### src/mtc_pkg.sv
package mtc_pkg;

  // command codes
  typedef enum logic [2:0] {
    OP_TICK     = 3'd0,
    OP_START    = 3'd1,
    OP_STOP     = 3'd2,
    OP_CONTINUE = 3'd3,
    OP_LOCATE   = 3'd4
  } op_e;

  // transport state, one-hot
  typedef enum logic [4:0] {
    TS_NONE   = 5'b00001,
    TS_START  = 5'b00010,
    TS_STOP   = 5'b00100,
    TS_RUN    = 5'b01000,
    TS_LOCATE = 5'b10000
  } ts_e;

  // message bytes
  localparam logic [7:0] ByteSysexStart = 8'hf0;
  localparam logic [7:0] ByteSysexEnd   = 8'hf7;
  localparam logic [7:0] ByteQuarter    = 8'hf1;
  localparam logic [7:0] ByteRealtime   = 8'h7f;
  localparam logic [7:0] ByteMtcId      = 8'h01;

  // byte positions inside a message
  localparam int unsigned IdxW = 4;
  localparam logic [IdxW-1:0] FullLastIdx    = 4'd9;
  localparam logic [IdxW-1:0] QuarterLastIdx = 4'd1;

  // message queue geometry
  localparam int unsigned QDepth = 4;
  localparam int unsigned QPtrW  = 2;
  localparam int unsigned QCntW  = 3;

  // one queued message
  typedef struct packed {
    logic       is_full;
    logic [6:0] hr_byte;
    logic [5:0] minutes;
    logic [5:0] seconds;
    logic [4:0] frames;
    logic [7:0] qf_byte;
  } msg_t;

  // queue push request from the front
  typedef struct packed {
    logic push;
    msg_t msg;
  } push_t;

endpackage

### src/mtc_front.sv
module mtc_front import mtc_pkg::*; #(
  parameter int unsigned FramesPerSecond = 24
) (
  input  logic       clk_i,
  input  logic       rst_ni,
  input  logic       accept_i,
  input  logic [2:0] op_i,
  input  logic [4:0] locate_hours_i,
  input  logic [5:0] locate_minutes_i,
  input  logic [5:0] locate_seconds_i,
  input  logic [4:0] locate_frames_i,
  output push_t      push_o
);

  localparam logic [1:0] RateCode = (FramesPerSecond == 25) ? 2'd1 :
                                    (FramesPerSecond == 30) ? 2'd3 : 2'd0;
  localparam logic [5:0] Fps6     = 6'(FramesPerSecond);
  localparam logic [4:0] FrameMax = 5'(FramesPerSecond - 1);

  logic [4:0] hours_q, hours_d;
  logic [5:0] minutes_q, minutes_d;
  logic [5:0] seconds_q, seconds_d;
  logic [4:0] frames_q, frames_d;
  logic [2:0] qidx_q, qidx_d;
  ts_e        ts_q, ts_d;

  logic [4:0] base_h;
  logic [5:0] base_m;
  logic [5:0] base_s;
  logic [4:0] base_f;
  logic [5:0] f_inc;
  logic [4:0] f_wrap;
  logic [5:0] s_inc, s_wrap;
  logic [5:0] m_inc, m_wrap;
  logic [4:0] h_inc, h_wrap;
  logic [3:0] nibble;

  // playhead a tick works on: a pending start zeroes it
  always_comb begin
    if (ts_q == TS_START) begin
      base_h = '0;
      base_m = '0;
      base_s = '0;
      base_f = '0;
    end else begin
      base_h = hours_q;
      base_m = minutes_q;
      base_s = seconds_q;
      base_f = frames_q;
    end
  end

  // two-frame advance with carries
  always_comb begin
    f_inc = {1'b0, base_f} + 6'd2;
    s_inc = base_s;
    if (f_inc >= Fps6) begin
      f_wrap = 5'(f_inc - Fps6);
      s_inc  = base_s + 6'd1;
    end else begin
      f_wrap = f_inc[4:0];
    end
    m_inc = base_m;
    if (s_inc >= 6'd60) begin
      s_wrap = s_inc - 6'd60;
      m_inc  = base_m + 6'd1;
    end else begin
      s_wrap = s_inc;
    end
    h_inc = base_h;
    if (m_inc >= 6'd60) begin
      m_wrap = m_inc - 6'd60;
      h_inc  = base_h + 5'd1;
    end else begin
      m_wrap = m_inc;
    end
    if (h_inc >= 5'd24) begin
      h_wrap = h_inc - 5'd24;
    end else begin
      h_wrap = h_inc;
    end
  end

  // quarter-frame nibble
  always_comb begin
    unique case (qidx_q)
      3'd0:    nibble = base_f[3:0];
      3'd1:    nibble = {3'b000, base_f[4]};
      3'd2:    nibble = base_s[3:0];
      3'd3:    nibble = {2'b00, base_s[5:4]};
      3'd4:    nibble = base_m[3:0];
      3'd5:    nibble = {2'b00, base_m[5:4]};
      3'd6:    nibble = base_h[3:0];
      default: nibble = {1'b0, RateCode, base_h[4]};
    endcase
  end

  // command decode and state update
  always_comb begin
    hours_d   = hours_q;
    minutes_d = minutes_q;
    seconds_d = seconds_q;
    frames_d  = frames_q;
    qidx_d    = qidx_q;
    ts_d      = ts_q;

    push_o.push        = 1'b0;
    push_o.msg.is_full = 1'b0;
    push_o.msg.hr_byte = {RateCode, hours_q};
    push_o.msg.minutes = minutes_q;
    push_o.msg.seconds = seconds_q;
    push_o.msg.frames  = frames_q;
    push_o.msg.qf_byte = {1'b0, qidx_q, nibble};

    if (accept_i) begin
      unique case (op_e'(op_i))
        OP_START:    ts_d = TS_START;
        OP_STOP:     ts_d = TS_STOP;
        OP_CONTINUE: ts_d = TS_RUN;
        OP_LOCATE: begin
          hours_d   = (locate_hours_i > 5'd23) ? 5'd23 : locate_hours_i;
          minutes_d = (locate_minutes_i > 6'd59) ? 6'd59 : locate_minutes_i;
          seconds_d = (locate_seconds_i > 6'd59) ? 6'd59 : locate_seconds_i;
          frames_d  = (locate_frames_i > FrameMax) ? FrameMax : locate_frames_i;
          ts_d      = TS_LOCATE;
        end
        OP_TICK: begin
          if (ts_q == TS_LOCATE) begin
            push_o.push        = 1'b1;
            push_o.msg.is_full = 1'b1;
            ts_d               = TS_STOP;
          end else if (ts_q != TS_STOP) begin
            push_o.push = 1'b1;
            qidx_d      = qidx_q + 3'd1;
            if (qidx_q == 3'd7) begin
              hours_d   = h_wrap;
              minutes_d = m_wrap;
              seconds_d = s_wrap;
              frames_d  = f_wrap;
            end else begin
              hours_d   = base_h;
              minutes_d = base_m;
              seconds_d = base_s;
              frames_d  = base_f;
            end
            if (ts_q == TS_START) begin
              ts_d = TS_RUN;
            end
          end
        end
        default: ;
      endcase
    end
  end

  always_ff @(posedge clk_i or negedge rst_ni) begin
    if (!rst_ni) begin
      hours_q   <= '0;
      minutes_q <= '0;
      seconds_q <= '0;
      frames_q  <= '0;
      qidx_q    <= '0;
      ts_q      <= TS_NONE;
    end else begin
      hours_q   <= hours_d;
      minutes_q <= minutes_d;
      seconds_q <= seconds_d;
      frames_q  <= frames_d;
      qidx_q    <= qidx_d;
      ts_q      <= ts_d;
    end
  end

endmodule

### src/mtc_queue.sv
module mtc_queue import mtc_pkg::*; (
  input  logic  clk_i,
  input  logic  rst_ni,
  input  push_t push_i,
  input  logic  pop_i,
  output logic  full_o,
  output logic  valid_o,
  output msg_t  head_o
);

  msg_t             mem_q [QDepth];
  logic [QPtrW-1:0] wr_ptr_q, wr_ptr_d;
  logic [QPtrW-1:0] rd_ptr_q, rd_ptr_d;
  logic [QCntW-1:0] cnt_q, cnt_d;

  assign full_o  = (cnt_q == QCntW'(QDepth));
  assign valid_o = (cnt_q != '0);
  assign head_o  = mem_q[rd_ptr_q];

  // pointer and fill count
  always_comb begin
    wr_ptr_d = wr_ptr_q;
    rd_ptr_d = rd_ptr_q;
    cnt_d    = cnt_q;
    if (push_i.push) begin
      wr_ptr_d = wr_ptr_q + QPtrW'(1);
    end
    if (pop_i) begin
      rd_ptr_d = rd_ptr_q + QPtrW'(1);
    end
    if (push_i.push && !pop_i) begin
      cnt_d = cnt_q + QCntW'(1);
    end else if (!push_i.push && pop_i) begin
      cnt_d = cnt_q - QCntW'(1);
    end
  end

  always_ff @(posedge clk_i or negedge rst_ni) begin
    if (!rst_ni) begin
      wr_ptr_q <= '0;
      rd_ptr_q <= '0;
      cnt_q    <= '0;
    end else begin
      wr_ptr_q <= wr_ptr_d;
      rd_ptr_q <= rd_ptr_d;
      cnt_q    <= cnt_d;
    end
  end

  // message storage
  always_ff @(posedge clk_i) begin
    if (push_i.push) begin
      mem_q[wr_ptr_q] <= push_i.msg;
    end
  end

endmodule

### src/mtc_back.sv
module mtc_back import mtc_pkg::*; (
  input  logic       clk_i,
  input  logic       rst_ni,
  input  logic       head_valid_i,
  input  msg_t       head_i,
  output logic       pop_o,
  output logic       out_valid_o,
  input  logic       out_ready_i,
  output logic [7:0] midi_byte_o,
  output logic       last_byte_o
);

  logic [IdxW-1:0] idx_q, idx_d;
  logic            out_valid_q, out_valid_d;
  logic [7:0]      byte_q;
  logic            last_q;
  logic [7:0]      cur_byte;
  logic            cur_last;
  logic            load;

  // byte at the current position of the head message
  always_comb begin
    if (head_i.is_full) begin
      cur_last = (idx_q == FullLastIdx);
      unique case (idx_q)
        4'd0:    cur_byte = ByteSysexStart;
        4'd1:    cur_byte = ByteRealtime;
        4'd2:    cur_byte = ByteRealtime;
        4'd3:    cur_byte = ByteMtcId;
        4'd4:    cur_byte = ByteMtcId;
        4'd5:    cur_byte = {1'b0, head_i.hr_byte};
        4'd6:    cur_byte = {2'b00, head_i.minutes};
        4'd7:    cur_byte = {2'b00, head_i.seconds};
        4'd8:    cur_byte = {3'b000, head_i.frames};
        default: cur_byte = ByteSysexEnd;
      endcase
    end else begin
      cur_last = (idx_q == QuarterLastIdx);
      cur_byte = (idx_q == '0) ? ByteQuarter : head_i.qf_byte;
    end
  end

  // load the output register whenever a message is waiting and the register is free or being drained
  assign load  = head_valid_i && (!out_valid_q || out_ready_i);
  assign pop_o = load && cur_last;

  always_comb begin
    idx_d       = idx_q;
    out_valid_d = out_valid_q;
    if (load) begin
      idx_d       = cur_last ? '0 : idx_q + IdxW'(1);
      out_valid_d = 1'b1;
    end else if (out_ready_i) begin
      out_valid_d = 1'b0;
    end
  end

  always_ff @(posedge clk_i or negedge rst_ni) begin
    if (!rst_ni) begin
      idx_q       <= '0;
      out_valid_q <= 1'b0;
    end else begin
      idx_q       <= idx_d;
      out_valid_q <= out_valid_d;
    end
  end

  // output payload
  always_ff @(posedge clk_i) begin
    if (load) begin
      byte_q <= cur_byte;
      last_q <= cur_last;
    end
  end

  assign out_valid_o = out_valid_q;
  assign midi_byte_o = byte_q;
  assign last_byte_o = last_q;

endmodule

### src/midi_time_code_generator.sv
// channel   direction  payload                                      handshake
// in        input      op, locate hours/minutes/seconds/frames      in_valid_i / in_ready_o
// out       output     midi_byte, last_byte                         out_valid_o / out_ready_i
//
// a command needs no wait state; ready drops only when the four-entry message queue is full
// a tick that emits queues one message; the back end sends one byte per cycle from it while
// out_ready_i is high, so a quarter frame is F1 then its data byte, a full frame SysEx F0 to F7
// the tick's message enters the queue, then its first byte loads into the output register
// reset clears the playhead, quarter index, transport state, queue and output valid flag
// output stalls back up into the queue and then into in_ready_o
module midi_time_code_generator import mtc_pkg::*; #(
  parameter int unsigned FramesPerSecond = 24
) (
  input  logic       clk_i,
  input  logic       rst_ni,
  input  logic       in_valid_i,
  output logic       in_ready_o,
  input  logic [2:0] op_i,
  input  logic [4:0] locate_hours_i,
  input  logic [5:0] locate_minutes_i,
  input  logic [5:0] locate_seconds_i,
  input  logic [4:0] locate_frames_i,
  output logic       out_valid_o,
  input  logic       out_ready_i,
  output logic [7:0] midi_byte_o,
  output logic       last_byte_o
);

  push_t push;
  logic  q_full;
  logic  q_valid;
  msg_t  q_head;
  logic  pop;
  logic  accept;

  assign in_ready_o = !q_full;
  assign accept     = in_valid_i && in_ready_o;

  // command decode and transport state
  mtc_front #(
    .FramesPerSecond(FramesPerSecond)
  ) u_front (
    .clk_i           (clk_i),
    .rst_ni          (rst_ni),
    .accept_i        (accept),
    .op_i            (op_i),
    .locate_hours_i  (locate_hours_i),
    .locate_minutes_i(locate_minutes_i),
    .locate_seconds_i(locate_seconds_i),
    .locate_frames_i (locate_frames_i),
    .push_o          (push)
  );

  // message queue
  mtc_queue u_queue (
    .clk_i  (clk_i),
    .rst_ni (rst_ni),
    .push_i (push),
    .pop_i  (pop),
    .full_o (q_full),
    .valid_o(q_valid),
    .head_o (q_head)
  );

  // byte serializer
  mtc_back u_back (
    .clk_i       (clk_i),
    .rst_ni      (rst_ni),
    .head_valid_i(q_valid),
    .head_i      (q_head),
    .pop_o       (pop),
    .out_valid_o (out_valid_o),
    .out_ready_i (out_ready_i),
    .midi_byte_o (midi_byte_o),
    .last_byte_o (last_byte_o)
  );

  // a message is only queued for an accepted request
  assert property (@(posedge clk_i) disable iff (!rst_ni) push.push |-> accept)
    else $error("message queued without an accepted request");

  // never pop an empty queue
  assert property (@(posedge clk_i) disable iff (!rst_ni) pop |-> q_valid)
    else $error("pop from empty message queue");

  // retiring a message loads its final byte
  assert property (@(posedge clk_i) disable iff (!rst_ni)
    pop |=> (out_valid_o && last_byte_o))
    else $error("message retired without presenting its last byte");

endmodule
### config.mk
export PLATFORM = sky130hd
export DESIGN_NAME = midi_time_code_generator
export DESIGN_NICKNAME = d
export VERILOG_FILES = /design/src/mtc_pkg.sv /design/src/mtc_front.sv /design/src/mtc_queue.sv /design/src/mtc_back.sv /design/src/midi_time_code_generator.sv
export SDC_FILE = /design/constraint.sdc
export NUM_CORES = 1
export LEC_CHECK = 0
export BUFFER_PORTS_ARGS = -buffer_cell sky130_fd_sc_hd__buf_2
export CORE_MARGIN = 4
export CORE_UTILIZATION = 60
export DETAILED_ROUTE_END_ITERATION = 16
export PLACE_DENSITY_LB_ADDON = 0.15
export SLEW_MARGIN = 0
export SYNTH_ARGS = -nofsm -noshare
export SYNTH_HDL_FRONTEND = slang
export SYNTH_SLANG_ARGS = --single-unit
### constraint.sdc
create_clock -name clk_i -period 6.45 [get_ports clk_i]
set_input_delay 0.9675 -clock clk_i [delete_from_list [all_inputs] [get_ports clk_i]]
set_output_delay 0.9675 -clock clk_i [all_outputs]
set_load 0.01 [all_outputs]
==> results of run 1 <==
metrics by stage:
step,utilization,setup WS (ps),power (mW),hold slack [ps]
after detailed placement,0.6404,2183,3.142,482.4
after CTS,0.6797,2177,4.051,491.1
final,0.6797,2140,4.034,488.5
after global placement,0.6404,2350,3.079,469.7
after floorplan,-,2643,2.723,463.6
after global routing,0.6797,1921,4.279,507.4
kinds of logic (layout without fill, tap and decap cells):
kind of cell               count (synthesis)  count (layout)
adders and majority gates                 20              20
buffers and inverters                     60              97
and+or+nand+nor                          164             164
xor gates and xnor gates                  21              21
AOI/OAI and AO/OA                        144             144
muxes                                     43              43
DFF                                      171             171
state kept, by name, summed over array words and instances, names as in the netlist:
| register | cells |
|---|---|
| u_front.frames_q | 5 |
| u_queue.cnt_q | 3 |
| u_queue.rd_ptr_q | 2 |
| u_back.last_byte_o | 1 |
| u_front.seconds_q | 6 |
| u_front.minutes_q | 6 |
| u_front.ts_q | 5 |
| u_back.midi_byte_o | 8 |
| u_front.hours_q | 5 |
| u_queue.wr_ptr_q | 2 |
| u_back.idx_q | 4 |
| u_queue.mem_q | 120 |
| u_back.out_valid_o | 1 |
| u_front.qidx_q | 3 |
cell type report:
class	count	area, sq um
Sequential cell	171	4927
Tap cell	176	220.2
Multi-Input combinational cell	392	3082
Clock inverter	11	73.82
Clock buffer	21	450.4
Inverter	19	71.32
Fill cell	951	4275
Timing Repair Buffer	46	247.7
worst max path at each step:
stage,slack [ps],endpoint,startpoint
final,2140,u_front.hours_q[4],u_front.ts_q[4]
after floorplan,2640,u_front.hours_q[4],u_front.ts_q[4]
after global routing,1920,u_front.hours_q[3],u_front.ts_q[4]
after detailed placement,2180,u_front.hours_q[4],u_front.ts_q[4]
after global placement,2350,u_front.hours_q[4],u_front.ts_q[4]
after CTS,2180,u_front.hours_q[4],u_front.ts_q[4]
layout by cell type (no fill, tap or decap), drive strengths merged, types with 6 or more instances in the layout:
cell type,instances
a21oi,32
a22oi,6
and2,13
buf,46
clkbuf,21
clkinv,7
dfrtp,41
edfxtp,129
ha,19
inv,20
mux2,6
mux2i,8
mux4,29
nand2,56
nand3,17
nand4,9
nor2,27
nor3,16
o21ai,45
o22ai,8
xnor2,13
xor2,8
power breakdown:
part           total (mW)  internal, mW  switching [mW]  leakage (nW)
sequential           1.82          1.50           0.323          1.67
clock               0.908         0.500           0.407         0.253
combinational        1.31         0.571           0.736          1.31
total                4.03          2.57            1.47          3.23
worst reg2reg max path, delay by kind of cell, from the launching register on:
family | cells | cell delay, ps
AO/OA/AOI/OAI | 2 | 490
XOR/XNOR | 2 | 210
adder cells (fa/ha/maj) | 2 | 490
flip-flops | 1 | 440
multiplexers | 1 | 380
AND/OR/NAND/NOR | 7 | 2180
layer usage:
| layer | part of all wire | global-route usage |
|---|---|---|
| met1 | 0.41 | 0.3237 |
| met2 | 0.51 | 0.4002 |
| met3 | 0.058 | 0.04307 |
| met4 | 0.020 | 0.08099 |
| met5 | 0 | 0 |
==> run_results.csv, run 1 <==
group,metric,value,unit
outcome,status,"completed",
worst_setup_path,end_kind,"flop",
synth,synth_compound_area_frac,0.1153,
finish,stdcell_count,836,
worst_setup_path,path_common_cell,"ha_1",
detailed_routing,antenna_left,0,
global_routing,grt_max_degree,43,
synth,synth_top_area_cell,"edfxtp_1",
clock_tree,cts_buffer_depth,2,
global_routing,grt_pass1_vias,5442,
detailed_routing,wirelength,17890,um
detailed_routing,drc,0,
synth,yosys.area_share.simple,0.1016,
power,peakVddDrop,0.2209,mV
synth,syn-cell-area,8217,sq um
clock_tree,clockRootBuffer,"clkbuf_16",
worst_setup_path,path_depth,14,
synth,synth_edf_count,129,
floorplan,row_count,42,
global_routing,track_usage,0.2402,
clock_tree,cts_buffers,17,
power,power.leakage,3.231,nW
finish,final_nets,696,
floorplan,ios,40,
place,place_inst,804,
global_routing,grt_pass1_wl,29120,um
synth,yosysSeqAreaShare,0.5995,
worst_hold_path,holdCritStartpoint,"u_front.ts_q[0]",
detailed_routing,dr_total_vias,5346,
synth,yosys.area_share.xor_xnor,0.02558,
sta,setup_violations,0,
clock_tree,clk_pin_slew_worst_paths,60,ps
clock_tree,cts_tree,"built",
worst_setup_path,worst_path_max_delay_cell,"or4_1",
worst_setup_path,crit_family,"simple AND/OR/NAND/NOR gates",
synth,synth_top_flop_cell,"edfxtp_1",
synth,async_flop_share,0.2456,
synth,ys_types,75,
synth,synth_top_cell_area_share,0.4714,
floorplan,die_h,125.0,um
finish,diodes,0,
synth,syn_nets,672,
synth,synth_top_family_by_area,"compound AO/OA/AOI/OAI gates",
detailed_routing,routedWlPerCell,21.40,um
worst_setup_path,crit_type,"reg2reg",
finish,final_area,9072,sq um
worst_hold_path,hp-class,"reg2reg",
worst_setup_path,r2r_start,"u_front.ts_q[4]",
synth,synthCells,623,
detailed_routing,drtIter0Drc,604,
detailed_routing,first_pass_iters,5,
worst_setup_path,start_kind,"flop",
worst_setup_path,r2r_end,"u_front.hours_q[4]",
clock_tree,cts_sinks,171,
synth,synthTopCellsByCount,"edfxtp_1 (129), nand2_1 (56), dfrtp_1 (41), a21oi_1 (31), clkbuf_1 (30)",
worst_setup_path,rrSetupSlack,2140,ps
sta,fin_crit_sh,0.6683,
floorplan,initial_core_util,0.6156,
sta,tns,0,ps
floorplan,core_area,13350,sq um
clock_tree,insertion_delay,420,ps
sta,hold_viol,0,
place,dp_hpwl,11740,um
global_routing,antenna_found_initial,0,
clock_tree,h-tree-depth,4,
synth,yosys_warnings,0,
place,place_congestion,0.8564,
worst_hold_path,hold_depth,1,
global_routing,grt_overflow,0,
sta,clock.fmax,232.0,MHz
clock_tree,cts.repair.resized,0,
synth,yosysMostFrequentCell,"edfxtp_1",
worst_hold_path,hold-path-endpoint,"u_front.ts_q[0]",
synth,synthTopCellsByArea,"edfxtp_1 (47%), dfrtp_1 (12%), mux4_2 (7.9%), ha_1 (2.9%), nand2_1 (2.6%)",
job,drv_cap,0,
finish,area_growth,10.42,%
worst_setup_path,reg2regPathDepth,14,
power,p_per_area,444.7,nW/um^2
worst_setup_path,critPathRequiredTime,6760,ps
synth,ys_ff_latch,171,
floorplan,die_width,125.0,um
clock_tree,ctsHoldBuffers,0,
place,port_buffers,39,
worst_setup_path,cp.arrival,4620,ps
synth,synthAdderAreaFrac,0.03137,
worst_setup_path,critPathMaxStageDelay,790,ps
worst_setup_path,crit_fanout,14,
floorplan,dieArea,15630,sq um
worst_setup_path,crit_chain,"or4_1, and2_2, ha_1, nand2_1, xor2_1, nor2_1, ha_1, nand3_1, o22ai_2, and4bb_1, xnor2_4, nor3_2, mux2_1, a41o_1",
sta,skew,6.577,ps
worst_setup_path,crit_buf_inv,0,
sta,drv_slew,0,
sta,worst_slew_pin_slew,1148,ps
place,placed_area,8548,sq um
detailed_routing,avgViaCountPerCell,6.395,
sta,period_minus_slack,4311,ps
synth,synthMuxAreaShare,0.09746,
sta,slew_headroom,0.2307,
finish,drive_gt1_frac,0.1955,
sta,rsz0062_at_grt,"false",
clock_tree,cts_setup_buffers,0,
synth,syn_area_per_cell,13.19,sq um
Power figures use the tool's default switching activity.
==> run 2: changes to the inputs <==
--- a/config.mk
+++ b/config.mk
@@ -7,7 +7,7 @@
 export LEC_CHECK = 0
 export BUFFER_PORTS_ARGS = -buffer_cell sky130_fd_sc_hd__buf_2
 export CORE_MARGIN = 4
-export CORE_UTILIZATION = 60
+export CORE_UTILIZATION = 55
 export DETAILED_ROUTE_END_ITERATION = 16
 export PLACE_DENSITY_LB_ADDON = 0.15
 export SLEW_MARGIN = 0
==> constraint.sdc (replaced) <==
create_clock -name clk_i -period 3.9 [get_ports clk_i]
set_input_delay 0.585 -clock clk_i [delete_from_list [all_inputs] [get_ports clk_i]]
set_output_delay 0.585 -clock clk_i [all_outputs]
set_load 0.01 [all_outputs]
==> run 2 against run 1 <==
Non-clock buffer count increased by 17. Critical path depth increased by 1. Cell count increased by 3.0%. Core utilization decreased by 3.8 points. Clock power increased by 100%. Sequential share of layout area decreased by 1.7 points. Maximum frequency increased by 13%. Hold slack got worse by 160 ps. Register-to-register slack got worse by 2000 ps. Critical endpoint is now u_front.hours_q[3].
==> run_results.csv, run 2 (synthesis gave the netlist of run 1 again) <==
group,metric,value,unit
outcome,status,"completed",
finish,diodes,0,
detailed_routing,drc,0,
sta,skew,9.001,ps
worst_setup_path,reg2regPathDepth,15,
sta,clock.fmax,263.1,MHz
global_routing,track_usage,0.2341,
place,placed_area,8668,sq um
detailed_routing,routedWlPerCell,21.40,um
floorplan,initial_core_util,0.5632,
worst_setup_path,worst_path_max_delay_cell,"or4_4",
finish,top_register,"u_queue.mem_q",
sta,slew_headroom,0.3064,
floorplan,row_count,44,
finish,multi_input_comb_area,3122,sq um
clock_tree,insertion_delay,430,ps
sta,fin_crit_sh,0.9746,
finish,final_nets,713,
finish,largest_register_ffs,120,
sta,setup_violations,0,
place,place_inst,827,
detailed_routing,drtIter0Drc,550,
detailed_routing,first_pass_iters,5,
worst_setup_path,crit_type,"reg2reg",
worst_setup_path,start_kind,"flop",
clock_tree,h-tree-depth,4,
job,drv_cap,0,
clock_tree,clockRootBuffer,"clkbuf_16",
floorplan,die_width,130.2,um
clock_tree,cts_sinks,171,
sta,worst_slew_pin_slew,1040,ps
sta,drv_slew,0,
worst_hold_path,hp-class,"in2async",
worst_setup_path,crit_path_start,"u_front.ts_q[0]",
detailed_routing,antenna_left,0,
finish,drive_gt1_frac,0.2290,
finish,stdcell_count,861,
place,place_congestion,0.8937,
finish,num-fill-cells,1068,
worst_setup_path,crit_fanout,5,
finish,layout_commonest_cell,"edfxtp_1",
detailed_routing,avgViaCountPerCell,6.272,
worst_setup_path,critPathMaxStageDelay,520,ps
worst_setup_path,cp.arrival,4140,ps
global_routing,grt_max_degree,43,
detailed_routing,dr_total_vias,5400,
floorplan,ios,40,
finish,final_area,9361,sq um
global_routing,antenna_found_initial,0,
worst_setup_path,critPathRequiredTime,4240,ps
clock_tree,clk_pin_slew_worst_paths,70,ps
clock_tree,cts_buffer_depth,2,
power,peakVddDrop,0.3730,mV
worst_setup_path,end_kind,"flop",
sta,period_minus_slack,3801,ps
global_routing,grt_pass1_wl,29330,um
finish,final_util,0.6417,
floorplan,core_area,14590,sq um
place,dp_hpwl,12240,um
floorplan,die_h,130.2,um
clock_tree,cts_tree,"built",
clock_tree,ctsHoldBuffers,0,
power,p_per_area,759.2,nW/um^2
finish,final_cell_mix,"edfxtp_1 (129), nand2_1 (55), dfrtp_1 (40)",
global_routing,grt_overflow,0,
worst_setup_path,crit_chain,"nand2b_4, or4_4, and2_2, ha_1, nand2_2, xor2_1, nor2_1, ha_2, nand4_1, o22ai_2, xnor2_2, or3_4, nor3_4, mux2_4, a221oi_2",
clock_tree,cts_buffers,17,
floorplan,dieArea,16960,sq um
finish,area_growth,13.93,%
sta,hold_viol,0,
power,power.leakage,3.379,nW
global_routing,grt_pass1_vias,5318,
detailed_routing,wirelength,18430,um
finish,ff_latch_area,4927,sq um
place,port_buffers,39,
worst_setup_path,r2r_start,"u_front.ts_q[0]",
## run 2: cell type report
type,count,share of cell area
clock inverter,15,0.02245
timing repair buffer,63,0.04010
tap,184,0.02459
clock buffer,17,0.04544
multi-input combinational,392,0.3335
inverter,19,0.007618
sequential,171,0.5263
## run 2: where the power goes
group	total [mW]	switching [mW]	internal [mW]
clock	1.82	0.732	1.08
sequential	2.93	0.458	2.48
combinational	2.36	1.34	1.02
total	7.11	2.53	4.58
## run 2: routing by layer
layer	vias up	GRT usage	wire length [um]
met1	2714	0.3072	7679
met5	-	0	0
li1	2470	-	-
met2	193	0.3953	9436
met3	23	0.03971	979
met4	0	0.08619	334
## run 2: what timing repair did
item                                    in CTS  in global routing
setup buffers                                0                  2
resized for setup                            2                  9
pin swaps                                    0                  7
endpoints found under the setup margin       3                  4
## run 2: critical path: cells and delay by family, from the launching register on
| kind | cells | cell delay, ps |
|---|---|---|
| AO/OA/AOI/OAI | 2 | 520 |
| XOR/XNOR | 2 | 200 |
| adder cells (fa/ha/maj) | 2 | 450 |
| flip-flops | 1 | 380 |
| multiplexers | 1 | 330 |
| AND/OR/NAND/NOR | 8 | 1830 |
## run 2: final timing paths
kind	slack, ps	to
setup / recovery	100	u_front.hours_q[3]
hold / removal	330	u_back.idx_q[0]
setup reg to reg	100	u_front.hours_q[3]
hold reg to reg	500	u_front.ts_q[0]
max in group asynchronous	2870	u_queue.rd_ptr_q[0]
min in group clk_i	410	u_back.out_valid_o
## run 2: through the flow
step | worst slack [ps] | power (mW) | TNS (ps) | hold WS (ps)
floorplan | 93.00 | 4.503 | 0 | 289.4
global placement | 112.2 | 5.175 | 0 | 469.2
detailed placement | -102.9 | 5.275 | -219.0 | 489.9
CTS | 5.088 | 7.092 | 0 | 351.3
global route | -44.03 | 7.507 | -101.1 | 423.3
finish | 99.23 | 7.107 | 0 | 331.3
